[config.mk]
export PLATFORM = sky130hd
export DESIGN_NAME = collatz_path_max_search
export DESIGN_NICKNAME = d
export VERILOG_FILES = /design/src/hdl/cpms_pkg.sv /design/src/hdl/cpms_alu.sv /design/src/hdl/collatz_path_max_search.sv
export SDC_FILE = /design/constraint.sdc
export NUM_CORES = 1
export LEC_CHECK = 0
export BUFFER_PORTS_ARGS = -buffer_cell sky130_fd_sc_hd__clkbuf_2
export CAP_MARGIN = 20
export CORE_ASPECT_RATIO = 1.4
export CORE_UTILIZATION = 40
export CTS_CLUSTER_DIAMETER = 40
export DETAILED_ROUTE_END_ITERATION = 16
export GPL_ROUTABILITY_DRIVEN = 0
export SETUP_SLACK_MARGIN = 0.5
export SYNTH_ARGS = -nofsm -noshare
export SYNTH_HDL_FRONTEND = slang
export SYNTH_SLANG_ARGS = --single-unit
[constraint.sdc]
create_clock -name clock -period 10 [get_ports clock]
set_input_delay 2 -clock clock [delete_from_list [all_inputs] [get_ports clock]]
set_output_delay 2 -clock clock [all_outputs]
set_load 0.1 [all_outputs]
[src/hdl/cpms_pkg.sv]
`timescale 1ns / 1ps
`default_nettype none
// ----------------------------------------------------------------------------
// cpms_pkg: shared types and constants for collatz_path_max_search
// Value width, alpha limit, sequencer states, shared adder operations and
// the adder result record.
// ----------------------------------------------------------------------------
package cpms_pkg;

   localparam int VALUE_WIDTH = 64;
   localparam int PORT_WIDTH  = 64;
   localparam int ALPHA_LIMIT = 40;
   localparam int ALPHA_WIDTH = $clog2(ALPHA_LIMIT + 2);
   localparam int SUM_WIDTH   = VALUE_WIDTH + 2;

   typedef logic [VALUE_WIDTH-1:0] value_type;
   typedef logic [ALPHA_WIDTH-1:0] alpha_type;
   typedef logic [SUM_WIDTH-1:0]   sum_type;

   typedef enum logic [1:0] {
      ALU_INC,
      ALU_TRIPLE,
      ALU_DEC
   } alu_op_type;

   typedef struct packed {
      value_type sum;
      logic      over;
   } alu_res_type;

   typedef enum logic [3:0] {
      ST_IDLE,
      ST_CHECK,
      ST_STRIP_V,
      ST_INC,
      ST_STRIP_I,
      ST_TRIPLE,
      ST_DEC,
      ST_UPDATE,
      ST_FINISH
   } state_type;

endpackage
`default_nettype wire

[src/hdl/cpms_alu.sv]
`timescale 1ns / 1ps
`default_nettype none
// ----------------------------------------------------------------------------
// cpms_alu: shared adder of the trajectory walk
// Increment, multiply by three (a + 2a) and decrement on one adder, with a
// flag raised when an increment or a triple leaves the value width.
// ----------------------------------------------------------------------------
module cpms_alu (
   input  wire cpms_pkg::alu_op_type  op,
   input  wire cpms_pkg::value_type   a,
   output cpms_pkg::alu_res_type      res
);

   cpms_pkg::sum_type wide_a;
   cpms_pkg::sum_type wide_b;
   cpms_pkg::sum_type wide_sum;

   always_comb begin
      wide_a = {2'b00, a};
      unique case (op)
         cpms_pkg::ALU_INC:    wide_b = cpms_pkg::SUM_WIDTH'(1);
         cpms_pkg::ALU_TRIPLE: wide_b = {1'b0, a, 1'b0};
         cpms_pkg::ALU_DEC:    wide_b = '1;
         default:              wide_b = '0;
      endcase
      wide_sum = wide_a + wide_b;
   end

   always_comb begin
      res.sum  = wide_sum[cpms_pkg::VALUE_WIDTH-1:0];
      res.over = (op != cpms_pkg::ALU_DEC) &&
                 (|wide_sum[cpms_pkg::SUM_WIDTH-1:cpms_pkg::VALUE_WIDTH]);
   end

endmodule
`default_nettype wire

[src/hdl/collatz_path_max_search.sv]
`timescale 1ns / 1ps
`default_nettype none
// ----------------------------------------------------------------------------
// collatz_path_max_search: running maximum over accelerated Collatz paths
// One start value enters on the req_ channel when req_valid is high and
// req_stall is low; req_stall is high while a path is being walked. One
// result per start leaves on the rsp_ channel: the running maximum after
// the path, whether the path raised it, and whether a step overflowed.
// Each step runs on one shared adder: strip the trailing zeros a bit a
// cycle, increment, strip alpha zeros, multiply by three alpha times,
// decrement, update the maximum, test the loop. A start of zero, one or
// two goes from its first loop test straight to delivery.
// The result waits in an output register: a new start is taken while the
// receiver stalls, and the walk holds before delivery until the register
// is free. Reset clears the maximum to zero and drops any pending result.
// ----------------------------------------------------------------------------
module collatz_path_max_search (
   input  wire                                  clock,
   input  wire                                  reset,
   input  wire                                  req_valid,
   output logic                                 req_stall,
   input  wire  [cpms_pkg::PORT_WIDTH-1:0]      req_start_value,
   output logic                                 rsp_valid,
   input  wire                                  rsp_stall,
   output logic [cpms_pkg::PORT_WIDTH-1:0]      rsp_running_maximum,
   output logic                                 rsp_record_raised,
   output logic                                 rsp_overflow_seen
);

   cpms_pkg::state_type   state_ff, state_in;
   cpms_pkg::value_type   start_ff, start_in;
   cpms_pkg::value_type   v_ff, v_in;
   cpms_pkg::value_type   best_ff, best_in;
   cpms_pkg::alpha_type   alpha_ff, alpha_in;
   logic                  raised_ff, raised_in;
   logic                  ovf_ff, ovf_in;
   logic                  rsp_valid_ff, rsp_valid_in;
   cpms_pkg::value_type   rsp_max_ff, rsp_max_in;
   logic                  rsp_raised_ff, rsp_raised_in;
   logic                  rsp_ovf_ff, rsp_ovf_in;

   cpms_pkg::alu_op_type  alu_op;
   cpms_pkg::alu_res_type alu_res;
   logic                  walk_done;
   logic                  out_free;
   logic                  accept;

   cpms_alu u_alu (
      .op  (alu_op),
      .a   (v_ff),
      .res (alu_res)
   );

   assign accept    = req_valid && (state_ff == cpms_pkg::ST_IDLE);
   assign out_free  = !rsp_valid_ff || !rsp_stall;
   assign walk_done = (start_ff == '0) || (v_ff < start_ff) ||
                      (v_ff == cpms_pkg::VALUE_WIDTH'(1)) ||
                      (v_ff == cpms_pkg::VALUE_WIDTH'(2));

   // next state
   always_comb begin
      state_in = state_ff;
      unique case (state_ff)
         cpms_pkg::ST_IDLE:    if (req_valid) state_in = cpms_pkg::ST_CHECK;
         cpms_pkg::ST_CHECK: begin
            state_in = walk_done ? cpms_pkg::ST_FINISH : cpms_pkg::ST_STRIP_V;
         end
         cpms_pkg::ST_STRIP_V: if (v_ff[0]) state_in = cpms_pkg::ST_INC;
         cpms_pkg::ST_INC: begin
            state_in = alu_res.over ? cpms_pkg::ST_FINISH : cpms_pkg::ST_STRIP_I;
         end
         cpms_pkg::ST_STRIP_I: begin
            if (alpha_ff == cpms_pkg::ALPHA_WIDTH'(cpms_pkg::ALPHA_LIMIT + 1)) begin
               state_in = cpms_pkg::ST_FINISH;
            end else if (v_ff[0]) begin
               state_in = cpms_pkg::ST_TRIPLE;
            end
         end
         cpms_pkg::ST_TRIPLE: begin
            if (alpha_ff == '0) begin
               state_in = cpms_pkg::ST_DEC;
            end else if (alu_res.over) begin
               state_in = cpms_pkg::ST_FINISH;
            end
         end
         cpms_pkg::ST_DEC:     state_in = cpms_pkg::ST_UPDATE;
         cpms_pkg::ST_UPDATE:  state_in = cpms_pkg::ST_CHECK;
         cpms_pkg::ST_FINISH:  if (out_free) state_in = cpms_pkg::ST_IDLE;
         default:              state_in = cpms_pkg::ST_IDLE;
      endcase
   end

   // datapath and outputs
   always_comb begin
      start_in      = start_ff;
      v_in          = v_ff;
      best_in       = best_ff;
      alpha_in      = alpha_ff;
      raised_in     = raised_ff;
      ovf_in        = ovf_ff;
      rsp_max_in    = rsp_max_ff;
      rsp_raised_in = rsp_raised_ff;
      rsp_ovf_in    = rsp_ovf_ff;
      rsp_valid_in  = rsp_valid_ff && rsp_stall;
      alu_op        = cpms_pkg::ALU_INC;
      unique case (state_ff)
         cpms_pkg::ST_IDLE: begin
            if (accept) begin
               start_in  = req_start_value[cpms_pkg::VALUE_WIDTH-1:0];
               v_in      = req_start_value[cpms_pkg::VALUE_WIDTH-1:0];
               raised_in = 1'b0;
               ovf_in    = 1'b0;
            end
         end
         cpms_pkg::ST_CHECK: begin
         end
         cpms_pkg::ST_STRIP_V: begin
            if (!v_ff[0]) v_in = v_ff >> 1;
         end
         cpms_pkg::ST_INC: begin
            alu_op   = cpms_pkg::ALU_INC;
            v_in     = alu_res.sum;
            alpha_in = '0;
            if (alu_res.over) ovf_in = 1'b1;
         end
         cpms_pkg::ST_STRIP_I: begin
            if (alpha_ff == cpms_pkg::ALPHA_WIDTH'(cpms_pkg::ALPHA_LIMIT + 1)) begin
               ovf_in = 1'b1;
            end else if (!v_ff[0]) begin
               v_in     = v_ff >> 1;
               alpha_in = alpha_ff + cpms_pkg::ALPHA_WIDTH'(1);
            end
         end
         cpms_pkg::ST_TRIPLE: begin
            alu_op = cpms_pkg::ALU_TRIPLE;
            if (alpha_ff != '0) begin
               if (alu_res.over) begin
                  ovf_in = 1'b1;
               end else begin
                  v_in     = alu_res.sum;
                  alpha_in = alpha_ff - cpms_pkg::ALPHA_WIDTH'(1);
               end
            end
         end
         cpms_pkg::ST_DEC: begin
            alu_op = cpms_pkg::ALU_DEC;
            v_in   = alu_res.sum;
         end
         cpms_pkg::ST_UPDATE: begin
            if (v_ff > best_ff) begin
               best_in   = v_ff;
               raised_in = 1'b1;
            end
         end
         cpms_pkg::ST_FINISH: begin
            if (out_free) begin
               rsp_valid_in  = 1'b1;
               rsp_max_in    = best_ff;
               rsp_raised_in = raised_ff;
               rsp_ovf_in    = ovf_ff;
            end
         end
         default: begin
         end
      endcase
   end

   always_ff @(posedge clock) begin
      if (reset) begin
         state_ff     <= cpms_pkg::ST_IDLE;
         best_ff      <= '0;
         rsp_valid_ff <= 1'b0;
      end else begin
         state_ff     <= state_in;
         best_ff      <= best_in;
         rsp_valid_ff <= rsp_valid_in;
      end
   end

   always_ff @(posedge clock) begin
      start_ff      <= start_in;
      v_ff          <= v_in;
      alpha_ff      <= alpha_in;
      raised_ff     <= raised_in;
      ovf_ff        <= ovf_in;
      rsp_max_ff    <= rsp_max_in;
      rsp_raised_ff <= rsp_raised_in;
      rsp_ovf_ff    <= rsp_ovf_in;
   end

   assign req_stall           = (state_ff != cpms_pkg::ST_IDLE);
   assign rsp_valid           = rsp_valid_ff;
   assign rsp_running_maximum = cpms_pkg::PORT_WIDTH'(rsp_max_ff);
   assign rsp_record_raised   = rsp_raised_ff;
   assign rsp_overflow_seen   = rsp_ovf_ff;

   a_best_monotonic: assert property (@(posedge clock) disable iff (reset)
      !reset |=> best_ff >= $past(best_ff))
      else $error("running maximum decreased");

   a_triple_odd: assert property (@(posedge clock) disable iff (reset)
      state_ff == cpms_pkg::ST_TRIPLE |-> v_ff[0])
      else $error("even operand in multiply by three");

   a_finish_delivers: assert property (@(posedge clock) disable iff (reset)
      state_ff == cpms_pkg::ST_FINISH && out_free |=> rsp_valid_ff &&
      state_ff == cpms_pkg::ST_IDLE)
      else $error("finished path not delivered");

   a_raised_nonzero: assert property (@(posedge clock) disable iff (reset)
      rsp_valid_ff && rsp_raised_ff |-> rsp_max_ff != '0)
      else $error("record raised with zero maximum");

endmodule
`default_nettype wire
Word-level counts from Yosys, hierarchy flattened
Index checks and enable logic that the tools add are counted.
Storage, ports and cells
  register bits: 271
  input port bits: 68
  output and inout bits: 68
Cells by class
  $add $sub $neg: 3
  magnitude comparators: 2
  eq/ne operators: 26
  muxes and demuxes: 32
  reduce and logical (&&, ||, !) cells: 29
Operators by type and width (number)
  $mux 64: 5
  $pmux 64 s5: 1
  $pmux 66 s3: 1
  $add 64x66->66: 1
  $eq 64x1->1 const B: 1
  $eq 64x2->1 const B: 1
  $gt 64x64->1: 1
  $logic_not 64->1: 1
  $lt 64x64->1: 1
  $mux 4: 9
  $pmux 4 s9: 1
  $mux 6: 4
  $ne 2x2->1 const B: 11
  $pmux 6 s3: 1
  $eq 4x3->1 const B: 4
  $reduce_and 5->1: 3
  $eq 4x2->1 const B: 2
  $reduce_bool 4->1: 2
  $mux 1: 7
  $add 6x1->6 const B: 1
  $eq 6x6->1 const B: 1
  $logic_not 6->1: 1
  $ne 3x3->1 const B: 2
  $reduce_and 2->1: 3
  other kinds (20): 27

Logic depth before layout (Yosys ltp)
  depth in word-level cells: 10
  mapped depth: 18
  depth with buffers taken out: 14

Cells and area by module
From an unflattened synthesis, not the netlist that was laid out.
Unflattened totals
  cells, all modules: 1894
  area total of the unflattened synthesis: 18242.5 um^2
Modules (own cells, without submodules)
  collatz_path_max_search: instances 1, cells an instance 1244, area an instance 13773.2 um^2, sequential area each 7447.1 um^2
  cpms_alu: instances 1, cells an instance 650, area an instance 4469.3 um^2, sequential area each 0.0 um^2

Worst setup path before layout
No wires, ideal clock.
  path kind: reg2reg
  from: register state_ff[1]
  to: register v_ff[10], enable pin
  setup time: 0.488 ns
  arrival time: 6.661 ns
  data required time: 9.512 ns
  slack: 2.851 ns
  stages on the path, launching flop included: 18
  buffers on the path: 3
  clock period less this slack: 7.149 ns
  cells stage by stage: dfxtp_1 -> clkbuf_1 -> nor2_1 -> nand3_1 -> clkinv_1 -> clkbuf_1 -> buf_1 -> a21o_1 -> fa_1 -> a211oi_2 -> nor4b_2 -> a2111oi_4 -> a2111oi_4 -> o21ai_1 -> or4b_4 -> nand2_2 -> nand3_2 -> a221oi_2
Between the ends
  longest elaborated chain between the ends: 9
  elaborated cells between the ends (all ways): 23
  those cells by class: add/sub: 1; eq/ne: 12; mux: 2; reduce/logical: 8
Ends and longest elaborated chain
  start, declared: RTL line collatz_path_max_search.sv:30  | cpms_pkg::state_type state_ff, state_in;
  start signal, assigned: RTL line collatz_path_max_search.sv:170  | state_ff <= cpms_pkg::ST_IDLE;
  start signal, assigned: RTL line collatz_path_max_search.sv:174  | state_ff <= state_in;
  $eq 4x3->1: RTL line collatz_path_max_search.sv:106  | unique case (state_ff)
  $pmux 2 s2: RTL line collatz_path_max_search.sv:106
  $eq 2x2->1 (tied with other cells): RTL line cpms_alu.sv:20  | unique case (op)
  $pmux 66 s3: RTL line cpms_alu.sv:20
  $add 64x66->66: RTL line cpms_alu.sv:26  | wide_sum = wide_a + wide_b;
  $reduce_or 2->1: RTL line cpms_alu.sv:32  | (|wide_sum[cpms_pkg::SUM_WIDTH-1:cpms_pkg::VALUE_WIDTH]);
  $logic_and 1x1->1: RTL line cpms_alu.sv:31  | res.over = (op != cpms_pkg::ALU_DEC) &&
  $ne 2x2->1 (no line)
  $reduce_and 5->1 (no line) (*)
  end signal, assigned: RTL line collatz_path_max_search.sv:182  | v_ff <= v_in;
  end, declared: RTL line collatz_path_max_search.sv:32  | cpms_pkg::value_type v_ff, v_in;
Every way passes the cells marked *; elsewhere a longest branch is shown, timed or not.
A chain may end at the register's enable or synchronous reset.

Worst setup path after layout
  from: register state_ff[0]
  to: register v_ff[26], enable pin
Same word-level chain as after synthesis.

==> impl_metrics.toml <==
[run_status]
status = "finished clean"

[timing]
final.min_clock_period_ns = 5.68
max_freq_mhz = 176
fin_skew_ns = 0.0184
setup_violations = 0
tightest_slew_ns = 1.01
setup_tns_ns = 0
hold_viol_final = 0
finalCritPeriodShare_pct = 56.8
rsz0062_at_grt = "false"
maxSlewViolCount = 0
max_slew_margin_pct = 32.5
fin_ws_ns = 4.32

[floorplanning]
io_pins = 136
core-area_mm2 = 0.0462
dieWidth_um = 185
die_area_mm2 = 0.0479
start_util_pct = 40.7
dieHeight_um = 259
rows = 93

[critical_path]
worstPathMaxFanout = 46
ff2ff_setup_slack_ns = 4.32
cp.required_ns = 10.18
worstPathCellList = "nand3_1 -> inv_2 -> buf_4 -> a21o_1 -> ha_1 -> a21oi_1 -> o21a_1 -> o21ai_1 -> a31o_2 -> a221o_1 -> or4b_4 -> nand2_2 -> nand3_2 -> a221oi_4 -> buf_4"
cp-start-kind = "flop"
worstSetupPathType = "flop to flop"
reg2reg_depth = 15
critical_path.slowest_cell = "dfxtp_1"
r2r_start = "state_ff[0]$_SDFFE_PP0P_"
r2r_end = "v_ff[26]$_DFFE_PP_"
crit_path_end_kind = "flop"
cpPeakStageDelay_ns = 0.73
cpMostUsedCell = "buf_4"
arrival_ns = 5.86

[hold_path]
hold_path_end = "rsp_running_maximum[18]$_DFFE_PP_"
hold-path-cell-count = 0
hold_path_class = "flop to flop"
min_from = "best_ff[18]$_SDFFE_PP0P_"

[clock_network]
ctsHoldBuffers = 0
clock_path_buffers = 3
clk_pin_slew_ns = 0.06
cts.repair.resized = 0
postCtsSetupBuffers = 0
cts_sinks = 271
htreeDepth = 2
cts_made_buffers = 42
cts_tree = "built"
cts-root-buf = "clkbuf_16"
clk_latency_ns = 0.56

[drt]
drt-initial-drc-count = 1144
drc = 0
finalWirelength_um = 54800
via_per_inst = 5.71
dr.pass1.iters = 5
num_vias = 15400
ant_nets = 0
wl_per_cell_um = 20.3

[synthesis]
synth.distinct_cells = 75
syn-num-nets = 2215
synth_top_flop_cell = "edfxtp_1"
ys_ff_latch = 271
synth_edf_count = 202
synthCells = 1949
syn_area_mm2 = 0.0188
async_reset_ff_share_pct = 0
syn_avg_cell_area_um2 = 9.65
yosysSeqAreaShare_pct = 39.6
ys_warn_count = 0

[final_layout]
fin_util_pct = 46.5
diodes = 0
layout-area-overhead-vs-synth_pct = 14.3
fin_cells = 2696
final_nets = 2312
drive_gt1_share_pct = 12.1

[placement]
dp_hpwl_um = 42300
dp_cells = 2619
post-place-ws_ns = 4.40
port_buffers = 135

[global_routing]
grt_max_degree = 134
antenna_found_initial = 0
grt-ovfl-total = 0
grt_pass1_vias = 15600
grt_pass1_wl_um = 85300
grtUsageTotal_pct = 23.0

[pwr]
power.density_mw_per_mm2 = 289
p_leak_nw = 9.17
p_total_w = 0.00622
peakVddDrop_mv = 0.117

[job]
drv_cap = 0
==> cells in the final DEF (no fill, tap or decap), drive strengths merged, types with 6 or more instances in the layout <==
cell and n:
a221o 6, clkbuf 182, xnor2 33, a31oi 10, o21bai 17, nand3 23
ha 196, xor2 23, nor3 24, a21o 151, or3 9, a32oi 6
a21oi 132, o211ai 13, nor2 87, o31ai 7, nand4 70, nand2 84
a22oi 47, o21ai 120, a211oi 16, buf 15, o21a 12, nand2b 138
a221oi 6, dfxtp 69, and3 12, nor4 43, inv 165, mux2i 70
nor2b 8, clkinv 10, edfxtp 202
==> cells by family after synthesis <==
| logic type | count (synthesis) | synth area share (%) |
|---|---|---|
| mux | 71 | 3.81 |
| simple gates | 517 | 14.9 |
| fa+ha+maj | 198 | 13.3 |
| buf+inv | 252 | 5.08 |
| compound gates | 584 | 20.8 |
| xor+xnor | 56 | 2.61 |
| flops | 271 | 39.6 |
==> critical path, delay by kind of cell, from the launching register on <==
kind / cells / cell delay, ns
flops: 1 / 0.73
fa+ha+maj: 1 / 0.31
buf+inv: 3 / 1.48
compound gates: 7 / 1.65
simple gates: 4 / 1.03
==> per-layer routing <==
metal | share of wire [%] | wire length, um | up-vias | track usage [%]
met1 | 38 | 20900 | 7385 | 25.2
met4 | 6.7 | 3670 | 0 | 14.6
met2 | 51 | 28000 | 404 | 41.5
met3 | 4.0 | 2220 | 153 | 2.91
met5 | 0 | 0 | - | 0
li1 | - | - | 7458 | -
==> synthesized netlist by cell type (17+ instances only) <==
library cell	n	area, um2
nor2_1	87	327
xor2_1	23	201
mux2i_1	70	701
dfxtp_1	69	1380
nand2b_1	138	863
inv_1	155	582
o21bai_1	17	128
nor3_1	24	120
nand3_1	22	110
ha_1	196	2450
clkbuf_1	84	315
a21oi_1	132	661
a21o_1	151	1130
nand2_1	83	312
a22oi_1	47	353
edfxtp_1	202	6070
xnor2_1	33	289
nor4_1	43	269
o21ai_0	104	521
nand4_1	69	432
==> state kept, by name, indices dropped and copies added (netlist names) <==
register             flops
alpha_ff                 6
best_ff                 64
ovf_ff                   1
raised_ff                1
rsp_overflow_seen        1
rsp_record_raised        1
rsp_running_maximum     64
rsp_valid                1
start_ff                64
state_ff                 4
v_ff                    64
==> power by group <==
part | internal [W] | leakage, nW | switching [W]
combinational | 0.000874 | 5.98 | 0.00167
sequential | 0.00163 | 2.49 | 0.000537
clock | 0.000935 | 0.697 | 0.000574
total | 0.00344 | 9.17 | 0.00278
==> final cells by class <==
type                       instances  area, um2
clock buffer                      48       1090
clock inverter                    29        355
fill                            4398      24700
inverter                         156        586
multi-input combinational       1426      10500
sequential                       271       7450
tap                              617        772
timing repair buffer             149        781
==> worst max path at each step <==
stage                                         from                 end  slack [ns]  cells after the start
after CTS                 state_ff[0]$_SDFFE_PP0P_  v_ff[26]$_DFFE_PP_        4.39                     15
after floorplan           state_ff[1]$_SDFFE_PP0P_  v_ff[10]$_DFFE_PP_        2.85                     17
final                     state_ff[0]$_SDFFE_PP0P_  v_ff[26]$_DFFE_PP_        4.32                     15
after global routing      state_ff[1]$_SDFFE_PP0P_  v_ff[35]$_DFFE_PP_        3.96                     16
after detailed placement  state_ff[0]$_SDFFE_PP0P_  v_ff[36]$_DFFE_PP_        4.40                     15
after global placement    state_ff[0]$_SDFFE_PP0P_  v_ff[36]$_DFFE_PP_        4.54                     15
==> per-stage QoR <==
stage                     hold slack, ns  cell area [um2]
after floorplan                    0.400            18800
after global placement             0.443            20000
after detailed placement           0.444            20000
after CTS                          0.459            21500
after global routing               0.471            21500
final                              0.457            21500
Power figures use the tool's default switching activity.
